<file path="config.mk">
export PLATFORM = sky130hd
export DESIGN_NAME = kst_ram
export DESIGN_NICKNAME = d
export VERILOG_FILES = /design/src/hdl/ks_rk3_time_step_top_macros.svh /design/src/hdl/kst_ram.sv
export SDC_FILE = /design/constraint.sdc
export NUM_CORES = 2
export LEC_CHECK = 0
export ABC_AREA = 1
export BUFFER_PORTS_ARGS = -buffer_cell sky130_fd_sc_hd__buf_2
export CAP_MARGIN = 0
export CORE_UTILIZATION = 35
export CTS_BUF_LIST = sky130_fd_sc_hd__clkbuf_8
export CTS_CLUSTER_SIZE = 20
export DETAILED_ROUTE_END_ITERATION = 10
export PLACE_DENSITY = 0.6
export SLEW_MARGIN = 0
export SYNTH_ARGS = -nofsm -noshare
export SYNTH_HDL_FRONTEND = slang
export SYNTH_SLANG_ARGS = --single-unit
export TNS_END_PERCENT = 50
</file>
<file path="constraint.sdc">
create_clock -name clk -period 5.2 [get_ports clk]
set_input_delay 0.52 -clock clk [delete_from_list [all_inputs] [get_ports clk]]
set_output_delay 0.52 -clock clk [all_outputs]
set_load 0.05 [all_outputs]
</file>
<file path="src/hdl/ks_rk3_time_step_top_macros.svh">
// Assertion shorthands for the time-step block.
// Both expect clk and arst_n in scope at the place of use.
`ifndef KS_RK3_TIME_STEP_TOP_MACROS_SVH
`define KS_RK3_TIME_STEP_TOP_MACROS_SVH

// The consequent must hold in the same cycle as the antecedent.
`define KST_ASSERT_NOW(lbl, ante, cons, msg) \
	lbl: assert property (@(posedge clk) disable iff (!arst_n) (ante) |-> (cons)) \
		else $error(msg);

// The consequent must hold in the cycle after the antecedent.
`define KST_ASSERT_NEXT(lbl, ante, cons, msg) \
	lbl: assert property (@(posedge clk) disable iff (!arst_n) (ante) |=> (cons)) \
		else $error(msg);

`endif

</file>
<file path="src/hdl/kst_ram.sv">
// ----------------------------------------------------------------------------
// kst_ram
// Single write port, single read port memory with registered read data.
// ----------------------------------------------------------------------------
`default_nettype none

module kst_ram #(
	parameter int DEPTH = 63,
	parameter int AW    = 6
) (
	input  wire logic                 clk,
	input  wire logic                 we,
	input  wire logic [AW-1:0]        waddr,
	input  wire logic signed [31:0]   wdata,
	input  wire logic [AW-1:0]        raddr,
	output logic signed [31:0]        rdata
);

	logic signed [31:0] mem [DEPTH];

	always_ff @(posedge clk) begin
		if (we) begin
			mem[waddr] <= wdata;
		end
		rdata <= mem[raddr];
	end

endmodule

`default_nettype wire

</file>
After elaboration in Yosys (flattened, before gate mapping)
Memory sizes are Yosys's and may differ from the RTL's. A register that Yosys moved wholly into a read port is not among the register bits.
Index checks and enable logic that the tools add are counted.
Word-level totals
  flip-flop bits (word level): 0
  memory bits (writable): 2016
  input port bits: 46
  output and inout port bits: 32
  logic and storage cells: 3
  memories: 1
Memories
  mem: depth 63, width 32, rd ports 1, clocked after memory_dff 1, wr ports 1, line kst_ram.sv:19  | logic signed [31:0] mem [DEPTH];
Operators by class
  muxes and demuxes: 2
Operator list (number)
  1-bit two-way mux: 2

Depth between registers and ports, before layout
  word-level depth: 2
  gate-level depth with buffers: 12

Worst setup path after synthesis
No wires, ideal clock.
  kind: input -> register
  from: input we
  to: memory mem[32][0] (enable)
  data arrival time: 4.148 ns
  setup slack: 0.550 ns
  stages on the path: 3
  cells stage by stage: clkbuf_1 -> nand4_1 -> nor4_1
On the way
  longest elaborated chain between the ends: 2
RTL lines
  start, declared: line kst_ram.sv:12  | input wire logic we,
  1-bit two-way mux: line kst_ram.sv:22  | if (we) begin
  1-bit two-way mux (implied by the code): line kst_ram.sv:23  | mem[waddr] <= wdata;
  end, declared: line kst_ram.sv:19
No other way between the ends.

Final worst setup path
  from: input waddr[2]
  to: memory mem[9][2] (enable)
RTL lines
  start, declared: line kst_ram.sv:13  | input wire logic [AW-1:0] waddr,
No word-level cell before the write port.

==> impl_metrics.ini <==
[sta]
worst_slack_ps = 2442
finalHoldViolCount = 0
fin_crit_ps = 2758
fin_crit_sh_pct = 53.04
worstMarginPinSlew_ps = 1328
setup_viol = 0
fmax_ghz = 0.3626
finClkSkew_ps = 89.33
max_slew_margin_pct = 11.26
rsz0062_at_grt = false
setup-tns-final_ps = 0
maxSlewViolCount = 0

[synth]
seq_area_frac_synth_pct = 75.07
syn_inst = 6696
syn_area_per_cell_um2 = 12.17
netlist_area_um2 = 81500
synth_cell_types = 13
synth_nets = 6742
ys_warn_count = 0
ys_ff_latch = 2048

[detailed_routing]
drt_iter0_markers = 5921
routed_wl_mm = 236.2
viasPerCell = 5.280
wire_per_inst_um = 23.47
drc = 0
ant_nets = 0
vias = 53140
firstDrtPassIters = 6

[power_and_ir_drop]
cellLeakagePower_nw = 31.98
pwr-share-comb_pct = 6.9
p_clk_share_pct = 37.8
pwr-share-seq_pct = 55.4
power_mw = 33.18
ir_drop_uv = 286.2
netSwitchingFraction_pct = 24.45
internal-power_mw = 25.07
powerDensity_nw_per_um2 = 364.1
p_sw_mw = 8.112

[global_routing]
grt_overflow = 0
track_usage_pct = 19.73
grt_pass1_vias = 50370
grt_max_degree = 173
antenna_found_initial = 10
grt_use_met2_pct = 31.47
globalRouteMet1Util_pct = 26.96
grt_pass1_wl_mm = 345.3
globalRoute.busiestLayer = met2
grt_util_met3_pct = 3.251

[layout]
drive_above_1_share_pct = 9.064
layout_common_cells = nand2_1, edfxtp_1, nand3_1
final_common_cell = nand2_1
area_growth_pct = 11.83
nets = 6841

[place]
io_buffers = 77
dp_hpwl_mm = 130.4
gp_congestion = 0.8486
pre_cts_ws_ps = 1543

[floorplanning]
io_pins = 78
start_util_pct = 35.31
fp.dieW_um = 484.5
core_region_area_um2 = 230800
fp-row-count = 176
dieArea_um2 = 234800
die_y_um = 484.5

[clocking]
clk_path_buf_depth = 4
cts_resized = 0
cts_setup_buffers = 0
cts_tree = done
cts_made_buffers = 336
clk_pin_slew_ps = 60
clock_sinks = 2048
root_buffer = clkbuf_8
clock_latency_ps = 1050
cts.htree.levels = 5

[outcome]
status = complete, no violations

[setup_path]
critical_path_arrival_ps = 3330
worstPathMaxFanout = 32
crit_path_end_kind = flip-flop
startpoint_type = primary input
required_ps = 5770
crit_type = primary input to flip-flop

[min_path]
hp-class = primary input to flip-flop

[run]
maxCapViolations = 0
[power by group through the flow]
stage               Clock (mW)  Sequential [mW]  Combinational, mW
finish                    12.5             18.4               2.27
floorplan                    0             18.8               1.12
detailed placement           0             18.7               2.26
CTS                       12.7             18.4               2.27
global route              13.4             18.4               2.44
global placement             0             18.7               2.24
[metrics by stage]
step / util [%] / hold slack [ps] / cell area [um2] / instances
after floorplan: - / 618.9 / 81500 / 6696
final: 39.49 / 75.96 / 91140 / 10060
after detailed placement: 36.96 / 811.0 / 85290 / 9475
after CTS: 39.48 / 27.27 / 91110 / 10050
after global placement: 36.96 / 823.0 / 85290 / 9475
after global routing: 39.48 / 62.76 / 91120 / 10060
[area by class of cell]
class	count	area (um2)
diodes	10	25.02
clock buffers	348	4790
clock inverters	223	955.9
fillers	21770	139600
inverters	12	73.82
multi-input cells	4194	18560
flip-flops and latches	2048	61180
well taps	3026	3786
repair buffers	203	1773
[layer usage]
metal | wire (um) | vias to the layer above | part of all wire [%]
met1 | 98670 | 26450 | 42
li1 | - | 24060 | -
met4 | 8545 | 4 | 3.6
met3 | 17380 | 424 | 7.4
met5 | 25 | - | 0.011
met2 | 111600 | 2204 | 47
[critical path: stages]
cell and delay (ps):
buf_2 190, inv_1 270, nand4_1 960, nor2_4 1320
[cells in the mapped netlist]
cell | instances | area, um2
nand2_1 | 2214 | 8310
buf_4 | 41 | 307.8
dfxtp_1 | 32 | 640.6
nor4_1 | 8 | 50.05
nor2_1 | 119 | 446.7
buf_2 | 295 | 1476
nand4_1 | 9 | 56.30
clkbuf_1 | 64 | 240.2
inv_2 | 4 | 15.01
edfxtp_1 | 2016 | 60540
nand3_1 | 1844 | 9229
inv_1 | 8 | 30.03
buf_1 | 42 | 157.7
[state kept, by name, summed over array words and instances, names as in the netlist]
name   flops
mem     2016
rdata     32
[worst paths after layout]
kind | start | end | slack (ps) | cells after the start
hold reg to reg | mem[18][2] | rdata[2] | 820 | 8
setup reg to reg | mem[15][19] | rdata[19] | 3450 | 8
hold / removal | wdata[27] | mem[43][27] | 80 | 1
setup / recovery | waddr[2] | mem[9][2] | 2440 | 4
[kinds of logic after synthesis]
family	share of synthesized area, %
and+or+nand+nor	22.20
DFF	75.07
buffers and inverters	2.733
[what timing repair did]
item | CTS | global route
setup endpoints to repair | 0 | 0
hold endpoints to repair | 132 | 0
hold buffers | 8 | 0
No activity file was read; power rests on OpenSTA's default activity.
