--- config.mk ---
export PLATFORM = sky130hd
export DESIGN_NAME = kst_div3
export DESIGN_NICKNAME = d
export VERILOG_FILES = /design/src/hdl/ks_rk3_time_step_top_macros.svh /design/src/hdl/kst_div3.sv
export SDC_FILE = /design/constraint.sdc
export NUM_CORES = 1
export LEC_CHECK = 0
export BUFFER_PORTS_ARGS = -buffer_cell sky130_fd_sc_hd__buf_2
export CAP_MARGIN = 20
export CORE_ASPECT_RATIO = 1.1
export CORE_MARGIN = 2
export CORE_UTILIZATION = 32
export CTS_BUF_LIST = sky130_fd_sc_hd__clkbuf_16
export CTS_CLUSTER_SIZE = 12
export DETAILED_ROUTE_END_ITERATION = 8
export GPL_TIMING_DRIVEN = 0
export SLEW_MARGIN = 30
export SYNTH_ARGS = -nofsm -noshare
export SYNTH_HDL_FRONTEND = slang
export SYNTH_SLANG_ARGS = --single-unit
--- constraint.sdc ---
create_clock -name clk -period 16.2 [get_ports clk]
set_input_delay 2.43 -clock clk [delete_from_list [all_inputs] [get_ports clk]]
set_output_delay 2.43 -clock clk [all_outputs]
set_load 0.02 [all_outputs]
--- src/hdl/ks_rk3_time_step_top_macros.svh ---
// Assertion shorthands for the time-step block.
// Both expect clk and arst_n in scope at the place of use.
`ifndef KS_RK3_TIME_STEP_TOP_MACROS_SVH
`define KS_RK3_TIME_STEP_TOP_MACROS_SVH

// The consequent must hold in the same cycle as the antecedent.
`define KST_ASSERT_NOW(lbl, ante, cons, msg) \
	lbl: assert property (@(posedge clk) disable iff (!arst_n) (ante) |-> (cons)) \
		else $error(msg);

// The consequent must hold in the cycle after the antecedent.
`define KST_ASSERT_NEXT(lbl, ante, cons, msg) \
	lbl: assert property (@(posedge clk) disable iff (!arst_n) (ante) |=> (cons)) \
		else $error(msg);

`endif

--- src/hdl/kst_div3.sv ---
// ----------------------------------------------------------------------------
// kst_div3
// Floor division of a signed value by three, by reciprocal multiplication in
// two steps, upper bits then lower bits; done rises as the quotient is ready.
// ----------------------------------------------------------------------------
`default_nettype none

module kst_div3 (
	input  wire logic               clk,
	input  wire logic               arst_n,
	input  wire logic               go,
	input  wire logic signed [34:0] dividend,
	output logic                    done,
	output logic signed [34:0]      quotient
);

	// The dividend is lifted by three times 2^34 so the division is unsigned;
	// the quotient then comes back down by 2^34.
	localparam logic [35:0] OFFSET   = 36'hC_0000_0000;
	localparam logic [34:0] UNSHIFT  = 35'h4_0000_0000;
	// Rounded-up reciprocals of three, scaled by 2^20 and 2^22. Each gives an
	// exact floor quotient for the operand range it is used on.
	localparam logic [18:0] RECIP_HI = 19'h5_5556;
	localparam logic [20:0] RECIP_LO = 21'h15_5556;

	logic [35:0] num_q;
	logic [16:0] qh_q;
	logic [19:0] lo_q;
	logic [34:0] quo_q;
	logic        ph1_q;
	logic        ph2_q;
	logic        done_q;

	logic [36:0] prod_hi;
	logic [16:0] qh;
	logic [17:0] h3;
	logic [1:0]  rh;
	logic [39:0] prod_lo;
	logic [17:0] ql;

	always_comb begin
		// Upper 18 bits first; their remainder is carried into the lower part.
		prod_hi = 37'(num_q[35:18]) * 37'(RECIP_HI);
		qh      = prod_hi[36:20];
		h3      = 18'(qh) + (18'(qh) << 1);
		rh      = 2'(num_q[35:18] - h3);
		prod_lo = 40'(lo_q) * 40'(RECIP_LO);
		ql      = prod_lo[39:22];
	end

	always_ff @(posedge clk or negedge arst_n) begin
		if (!arst_n) begin
			ph1_q  <= 1'b0;
			ph2_q  <= 1'b0;
			done_q <= 1'b0;
		end else begin
			ph1_q  <= go;
			ph2_q  <= ph1_q;
			done_q <= ph2_q;
		end
	end

	always_ff @(posedge clk) begin
		if (go) begin
			num_q <= 36'(dividend) + OFFSET;
		end
		if (ph1_q) begin
			qh_q <= qh;
			lo_q <= {rh, num_q[17:0]};
		end
		if (ph2_q) begin
			quo_q <= {qh_q, ql};
		end
	end

	assign done     = done_q;
	assign quotient = quo_q - UNSHIFT;

endmodule

`default_nettype wire

[Yosys cells after proc, flatten, opt, wreduce, memory -nomap -nowiden]
Cells that the tools add are included.
Storage, ports and cells
  register bits after elaboration: 111
  input bits: 38
  output and inout port bits: 36
  word-level logic and storage cells: 13
Cells by class
  $add $sub $neg: 4
  multipliers: 2
Operator list (number)
  multiplier 20 x 20 -> 39 bit, second input constant: 1
  adder 35 x 35 -> 36 bit, second input constant: 1
  multiplier 18 x 18 -> 36 bit, second input constant: 1
  subtractor 35 bit, second input constant: 1
  adder 2 bit: 1
  subtractor 2 bit: 1

[Logic depth before layout (Yosys ltp)]
Gate-level depths: netlist of run 1.
  depth in word-level cells: 3
  depth in mapped cells: 24
  gate-level depth less buffers: 24

[Worst setup path before layout of run 1]
OpenSTA, ideal clock, no wires.
  path type: register -> register
  start point: register lo_q[9]
  end point: register quo_q[13] (data pin)
  setup time: 0.264 ns
  arrival: 5.691 ns
  setup slack: 10.245 ns
  stages on the path, launching flop included: 21
  path buffers: 0
  cell sequence: edfxtp_1 -> ha_1 -> ha_1 -> inv_1 -> fa_1 -> fa_1 -> inv_1 -> fa_1 -> fa_1 -> inv_1 -> fa_1 -> inv_1 -> ha_1 -> a21oi_1 -> o21ai_0 -> a2111oi_4 -> a31oi_4 -> a31oi_4 -> o21ai_2 -> a311oi_2 -> xnor2_1
Between the ends
  word-level cells in the longest chain between the ends: 1
Ends and longest elaborated chain
  from (decl): line kst_div3.sv:28  | logic [19:0] lo_q;
  from (signal assigned): line kst_div3.sv:69  | lo_q <= {rh, num_q[17:0]};
  multiplier 20 x 20 -> 39 bit: line kst_div3.sv:47  | prod_lo = 40'(lo_q) * 40'(RECIP_LO);
  via prod_lo[35]: line kst_div3.sv:38  | logic [39:0] prod_lo;
  to (signal assigned): line kst_div3.sv:72  | quo_q <= {qh_q, ql};
  to (decl): line kst_div3.sv:29  | logic [34:0] quo_q;
The timed path passes the listed nets, and every way through them passes these cells.
A chain may end at the register's enable or synchronous reset.

[Worst setup path in the final report of run 1]
  start point: register lo_q[9]
  end point: register quo_q[16] (data pin)
The elaborated chain is that of the path after synthesis.

==> out/summary.txt, run 1 <==
Flops & latches, synth: 110
RR Endpoint: quo_q[16]
Via count: 10140
Mapped Cells: 1507
Routability Congestion: 0.9160
Critical path destination: quo_q[16]
CTS H-tree lvls: 3
Critical path class: register to register
Drt total wl: 34290 microns
Req. time, crit path: 16.35 ns
Max_cap viols: 0
Mapped Nets: 2131
DRC viols: 0
CP Max Fanout: 7
Synth cell types: 57
Vias per Instance: 4.477
Sequential share of the synthesized area: 20.02%
Share of cells above drive strength 1: 8.636%
Status: completed
Router iterations before antenna repair: 6
Tmin final: 6.697 ns
GR peak layer: met2
I/O Pins: 74
Clock skew: 0.01259 ns
Antenna cell count: 0
Met3 Track Usage GR: 1.975%
Synthesis Warnings: 0
R2R Setup Slk: 9.50 ns
Main synth FF type: edfxtp_1
Post-synthesis async set-or-reset flop share: 2.727%
CP startpoint: lo_q[9]
Worst hold path type: register to register
CTS max path bufs: 2
CORE AREA: 50940 sq um
CTS tree: done
CTS clock-pin slew for the worst setup and hold paths: 0.09 ns
Met2 usage: 24.08%
Setup repair after global routing missed its margin: no
Fin. max-slew vios: 0
Tcrit/Tclk final: 41.34%
Critical path arrival: 6.85 ns
# hold bufs at CTS: 0
Worst R2R Start: lo_q[9]
Initial antenna violation count: 0
Post-DP HPWL: 30330 microns
Setup bufs post-CTS: 0
CTS Buf Count: 9
Count of input and output buffers: 73
Wire per inst: 15.14 microns
Total gr overflow: 0
Drt first-iter violations: 394
Top cell type's share of synthesized area: 29.50%
Post-synth EDFFs: 107
Num Clock Sinks: 110
Synthesized cell area: 16420 sq um
Fmax: 149.3 MHz
Root buffer cell: clkbuf_16
Area growth, synth to finish: 9.477%
Tot GR Track Use: 13.50%
Largest net degree at the start of global routing: 37
Final setup viols: 0
Area leader, netlist: fa_1
First-pass GRT wire length: 55300 microns
Reg2Reg Depth: 20
Setup TNS: 0 ns
Vias in the first global route: 10940
Critical path launch point type: register
Fillers: 5090
Clock Latency Late Sink: 0.39 ns
Die width: 220 microns
Post-detailed-route count of antenna-violating nets: 0
Initial Utilization: 32.24%
Core Rows: 87
Measured slew at the worst slew-check pin: 0.8120 ns
CP Capture Type: register
Die Y: 241.6 microns
Top post-synthesis cells by area: fa_1 29%, ha_1 26%, edfxtp_1 20%, inv_1 11%, xnor2_1 1.6%
Die Area: 53150 sq um
Layout Nets: 2217
Mean Syn Cell Area: 10.90 sq um
Hold Vio Cnt, Final: 0
Met1 usage: 16.40%
Max transition margin: 45.18%
PostCTS Resize Cnt: 0
## how the worst min path moves through the flow
stage,from,slack [ns],depth (start not counted),endpoint
2_1_floorplan,num_q[0],0.40,0,lo_q[0]
3_3_place_gp,num_q[12],0.40,0,lo_q[12]
3_5_place_dp,num_q[10],0.40,0,lo_q[10]
4_1_cts,qh_q[9],0.42,0,quo_q[27]
5_1_grt,num_q[5],0.42,0,lo_q[5]
6_report,qh_q[9],0.42,0,quo_q[27]
## per-stage QoR
step	worst slack (ns)	hold WS, ns	util (%)	instance area, sq um	cells
global route	9.265	0.4213	35.29	17980	2265
floorplan	10.24	0.4003	-	16420	1507
detailed placement	9.558	0.4045	34.68	17670	2249
global placement	9.552	0.4031	34.59	17620	2247
CTS	9.509	0.4164	35.29	17980	2265
finish	9.503	0.4160	35.29	17980	2265
## sequential cells by signal (all words and copies together) (netlist names)
signal  count
done        1
lo_q       20
num_q      35
ph1_q       1
ph2_q       1
qh_q       17
quo_q      35
## final cells by class
cell class	count	area [sq um]	share of cell area [%]
Multi-Input combinational cell	896	11130	61.88
Clock inverter	7	86.33	0.4802
Inverter	463	1738	9.666
Buffer	38	271.5	1.510
Tap cell	667	834.6	4.642
Clock buffer	9	225.2	1.253
Sequential cell	110	3291	18.30
Timing Repair Buffer	75	407.9	2.269
## worst max-delay path: stages (launching register included)
cell and delay [ns]:
edfxtp_1 0.62, ha_1 0.48, ha_1 0.31, inv_1 0.05, fa_1 0.48, fa_1 0.56
inv_1 0.06, fa_1 0.51, fa_1 0.55, inv_1 0.06, fa_1 0.54, inv_1 0.05
ha_1 0.35, a21oi_1 0.20, o21ai_0 0.17, a2111oi_4 0.39, a31oi_4 0.19, a41oi_1 0.39
o21ai_1 0.21, a21oi_1 0.21, xnor2_1 0.08
## placed cells by master, fill, tap and decap left out, drive strengths merged, types with 2 or more instances in the layout
cell	n
a21oi	48
xnor2	30
clkbuf	13
a21boi	2
a41oi	2
nand3	4
nand2	35
and2	8
o211ai	7
edfxtp	107
o21a	3
a21o	18
ha	344
o311ai	3
inv	466
dfrtp	3
clkinv	4
a2111oi	2
nor3	8
xor2	18
and4	2
buf	109
and3	8
or2	2
a211o	2
o2111ai	2
a31oi	11
o21ai	23
o21bai	2
a211oi	6
or3	4
fa	242
nor4	2
nand4	11
nand3b	2
nand2b	3
o31ai	3
or4	2
a311oi	2
nor2	28
## routing by layer
metal  up-vias  wire (microns)  share of wire, %
li1       4931               -                 -
met2       178           17700                52
met4         0            1002               2.9
met1      4984           14300                42
met3        47            1287               3.8
met5         -               0                 0
## synthesized netlist by cell type (all sizes together) (3+ instances only)
cell type	number
nand2	35
nand2b	3
nor2	28
o31ai	3
nand3	4
fa	242
o21ai	23
and3	8
o311ai	3
clkbuf	4
xnor2	30
or3	4
a21o	18
xor2	18
o21a	3
nand4	11
ha	344
a211oi	6
a21oi	48
nor3	8
a31oi	11
edfxtp	107
o211ai	7
buf	34
inv	463
dfrtp	3
and2	8
## cells by family (layout without fill, tap and decap cells)
kind of cell / Yosys count / in the layout / synth area share (%)
AOI/OAI and AO/OA: 142 / 142 / 5.843
adders and majority gates: 586 / 586 / 55.71
buffers and inverters: 501 / 592 / 12.24
and+or+nand+nor: 120 / 120 / 3.634
xor gates and xnor gates: 48 / 48 / 2.560
DFF: 110 / 110 / 20.02
Power of run 1 is left out: the tool's default activity adds up to more than one toggle a clock period on the data nets, which glitch-free logic cannot reach.
==> inputs of run 2 (changes only) <==
--- a/config.mk
+++ b/config.mk
@@ -5,6 +5,7 @@
 export SDC_FILE = /design/constraint.sdc
 export NUM_CORES = 1
 export LEC_CHECK = 0
+export ABC_AREA = 1
 export BUFFER_PORTS_ARGS = -buffer_cell sky130_fd_sc_hd__buf_2
 export CAP_MARGIN = 20
 export CORE_ASPECT_RATIO = 1.1
==> constraint.sdc (replaced) <==
create_clock -name clk -period 5.4 [get_ports clk]
set_input_delay 0.81 -clock clk [delete_from_list [all_inputs] [get_ports clk]]
set_output_delay 0.81 -clock clk [all_outputs]
set_load 0.02 [all_outputs]
==> out/summary.txt, run 2 <==
Max_cap viols: 0 (unchanged)
Measured slew at the worst slew-check pin: 0.5383 ns (was 0.8120 ns)
Post-detailed-route count of antenna-violating nets: 0 (unchanged)
Largest net degree at the start of global routing: 37 (unchanged)
Fin. max-slew vios: 0 (unchanged)
CP Capture Type: register (unchanged)
CTS clock-pin slew for the worst setup and hold paths: 0.10 ns (was 0.09 ns)
CTS max path bufs: 2 (unchanged)
First-pass GRT wire length: 74440 microns (was 55300 microns)
Max transition margin: 64.11% (was 45.18%)
Routability Congestion: 0.9323 (was 0.9160)
DRC viols: 0 (unchanged)
Synth Area in Compound Gates: 4.651% (was 5.843%)
Mapped Nets: 2585 (was 2131)
Die Y: 252.7 microns (was 241.6 microns)
Post-Synth Adder-Cell Area: 50.83% (was 55.71%)
Mapped Cells: 1961 (was 1507)
Top cell type's share of synthesized area: 26.92% (was 29.50%)
Initial antenna violation count: 0 (unchanged)
Worst hold path type: input port to asynchronous set/reset pin (was register to register)
Worst Setup Slack, final: -0.1974 ns (was 9.503 ns)
Tot GR Track Use: 16.61% (was 13.50%)
Most frequent cells in the layout: 548 x inv_1, 290 x ha_1, 234 x fa_1 (was 463 x inv_1, 344 x ha_1, 242 x fa_1)
Tmin final: 5.597 ns (was 6.697 ns)
DP Worst Slack: -0.7858 ns (was 9.558 ns)
CORE AREA: 55790 sq um (was 50940 sq um)
Main synth FF type: edfxtp_1 (unchanged)
Critical path class: register to register (unchanged)
Failing checks: negative setup slack
Clock skew: 0.01961 ns (was 0.01259 ns)
Synth cell types: 39 (was 57)
CTS Buf Count: 9 (unchanged)
Die width: 230.1 microns (was 220 microns)
Status: finished with violations (was completed)
Post-Synth XOR/XNOR Area: 1.265% (was 2.560%)
Synthesis Warnings: 0 (unchanged)
Root buffer cell: clkbuf_16 (unchanged)
I/O Pins: 74 (unchanged)
Antenna cell count: 0 (unchanged)
Final setup viols: 2 (was 0)
CTS tree: done (unchanged)
Fmax: 178.7 MHz (was 149.3 MHz)
Area leader, netlist: fa_1 (unchanged)
Core Rows: 91 (was 87)
Most common cell in the netlist: inv_1 (unchanged)
CP Max Fanout: 4 (was 7)
Req. time, crit path: 5.57 ns (was 16.35 ns)
Layout Nets: 2791 (was 2217)
Multiplexer share of the synthesized area: 0% (unchanged)
Area growth, synth to finish: 22.36% (was 9.477%)
Clock Latency Late Sink: 0.41 ns (was 0.39 ns)
Main combinational cell family by area after synthesis: adder cells (unchanged)
Synthesized cell area: 18000 sq um (was 16420 sq um)
Sequential share of the synthesized area: 18.27% (was 20.02%)
Post-synth EDFFs: 107 (unchanged)
Via count: 13280 (was 10140)
Vias per Instance: 4.553 (was 4.477)
Share of cells above drive strength 1: 23.48% (was 8.636%)
Die Area: 58160 sq um (was 53150 sq um)
Top post-synthesis cells by area: fa_1 27%, ha_1 24%, edfxtp_1 18%, inv_1 12%, nand2_1 5.8% (was fa_1 29%, ha_1 26%, edfxtp_1 20%, inv_1 11%, xnor2_1 1.6%)
Wire per inst: 16.21 microns (was 15.14 microns)
Drt total wl: 47280 microns (was 34290 microns)
Critical path launch point type: register (unchanged)
Post-DP HPWL: 38660 microns (was 30330 microns)
Synth cell count leaders: 571 x inv_1, 344 x ha_1, 276 x nand2_1 (was 463 x inv_1, 344 x ha_1, 242 x fa_1)
Setup TNS: -0.2033 ns (was 0 ns)
Total gr overflow: 0 (unchanged)
CTS H-tree lvls: 3 (unchanged)
Vias in the first global route: 14280 (was 10940)
Largest registers: num_q x35, quo_q x35, lo_q x20 (unchanged)
Simple-Gate Fraction of Synth Area: 11.57% (was 3.634%)
Count of input and output buffers: 73 (unchanged)
Initial Utilization: 32.26% (was 32.24%)
Drt first-iter violations: 599 (was 394)
Hold Vio Cnt, Final: 0 (unchanged)
Setup repair after global routing missed its margin: yes (was no)
Tcrit/Tclk final: 103.7% (was 41.34%)
Post-synthesis async set-or-reset flop share: 2.727% (unchanged)
Most common library cell in the layout ignoring fill and taps: inv_1 (unchanged)
R2R Setup Slk: -0.20 ns (was 9.50 ns)
Num Clock Sinks: 110 (unchanged)
Router iterations before antenna repair: 5 (was 6)
Critical path arrival: 5.77 ns (was 6.85 ns)
Final Util: 39.47% (was 35.29%)
Mean Syn Cell Area: 9.178 sq um (was 10.90 sq um)
Flops & latches, synth: 110 (unchanged)
==> run 2: changes by cell type after synthesis, sizes merged, moves of 12 or more <==
cell / delta
inv: +111
o21bai: +14
o21ai: +12
xnor2: -23
a21oi: +22
nand3: +58
a21o: -12
nor2: +79
nand2: +245
==> run 2: area by class of cell <==
type / instances / area (sq um)
fill: 5461 / 33770
multi-input combinational: 1242 / 13710
sequential: 110 / 3291
inverter: 574 / 2158
timing repair buffer: 195 / 1393
tap: 744 / 930.9
buffer: 35 / 260.3
clock buffer: 9 / 225.2
clock inverter: 7 / 55.05
==> run 2: path summary, 6_finish.rpt <==
check                          start        to  cells after the start
min in group clk            num_q[2]   lo_q[2]                      0
max in group asynchronous     arst_n     ph1_q                      1
hold reg to reg             num_q[2]   lo_q[2]                      0
setup / recovery           num_q[21]  lo_q[19]                     24
setup reg to reg           num_q[21]  lo_q[19]                     24
hold / removal                arst_n     ph2_q                      1
==> run 2: worst max-delay path, cell delays in order, from the launching register on <==
cell and delay, ns:
edfxtp_1 0.51, ha_4 0.32, inv_2 0.04, fa_1 0.52
fa_1 0.45, fa_1 0.49, inv_1 0.05, fa_1 0.46
fa_1 0.51, ha_4 0.34, nand2_8 0.08, nor3_4 0.25
nand2_4 0.10, buf_4 0.13, buf_4 0.12, buf_4 0.12
buf_4 0.12, buf_4 0.12, buf_4 0.12, buf_4 0.12
buf_4 0.12, nand3_2 0.06, nand3_2 0.08, nand3_1 0.08
nand2_1 0.05
==> run 2: kinds of logic (layout without fill, tap and decap cells) <==
family	count (synthesis)	in the layout
simple gates	487	487
fa+ha+maj	586	586
buf+inv	609	820
xor+xnor	26	26
compound gates	143	143
flops	110	110
==> run 2: per-layer routing <==
metal / GRT usage (%) / vias to the layer above / share of wire [%]
met5: 0 / - / 0
met2: 31.64 / 266 / 52
li1: - / 6427 / -
met3: 1.704 / 109 / 2.4
met1: 18.45 / 6475 / 41
met4: 7.650 / 0 / 4.4
==> run 2: what timing repair did <==
action / CTS / global route
endpoints found under the setup margin: 20 / 28
buffers inserted: 65 / 56
hold buffers: 0 / 0
pin swaps: 49 / 115
gates resized for setup: 104 / 211
==> run 2: metrics by stage <==
stage | std cells | hold slack, ns | instance area (sq um)
6_report | 2916 | 0.1828 | 22020
5_1_grt | 2916 | 0.1812 | 22020
4_1_cts | 2861 | 0.1761 | 20710
3_5_place_dp | 2780 | 0.4054 | 19390
3_3_place_gp | 2778 | 0.4027 | 19340
2_1_floorplan | 1961 | 0.4003 | 18040
Power of run 2 is left out for the same reason.
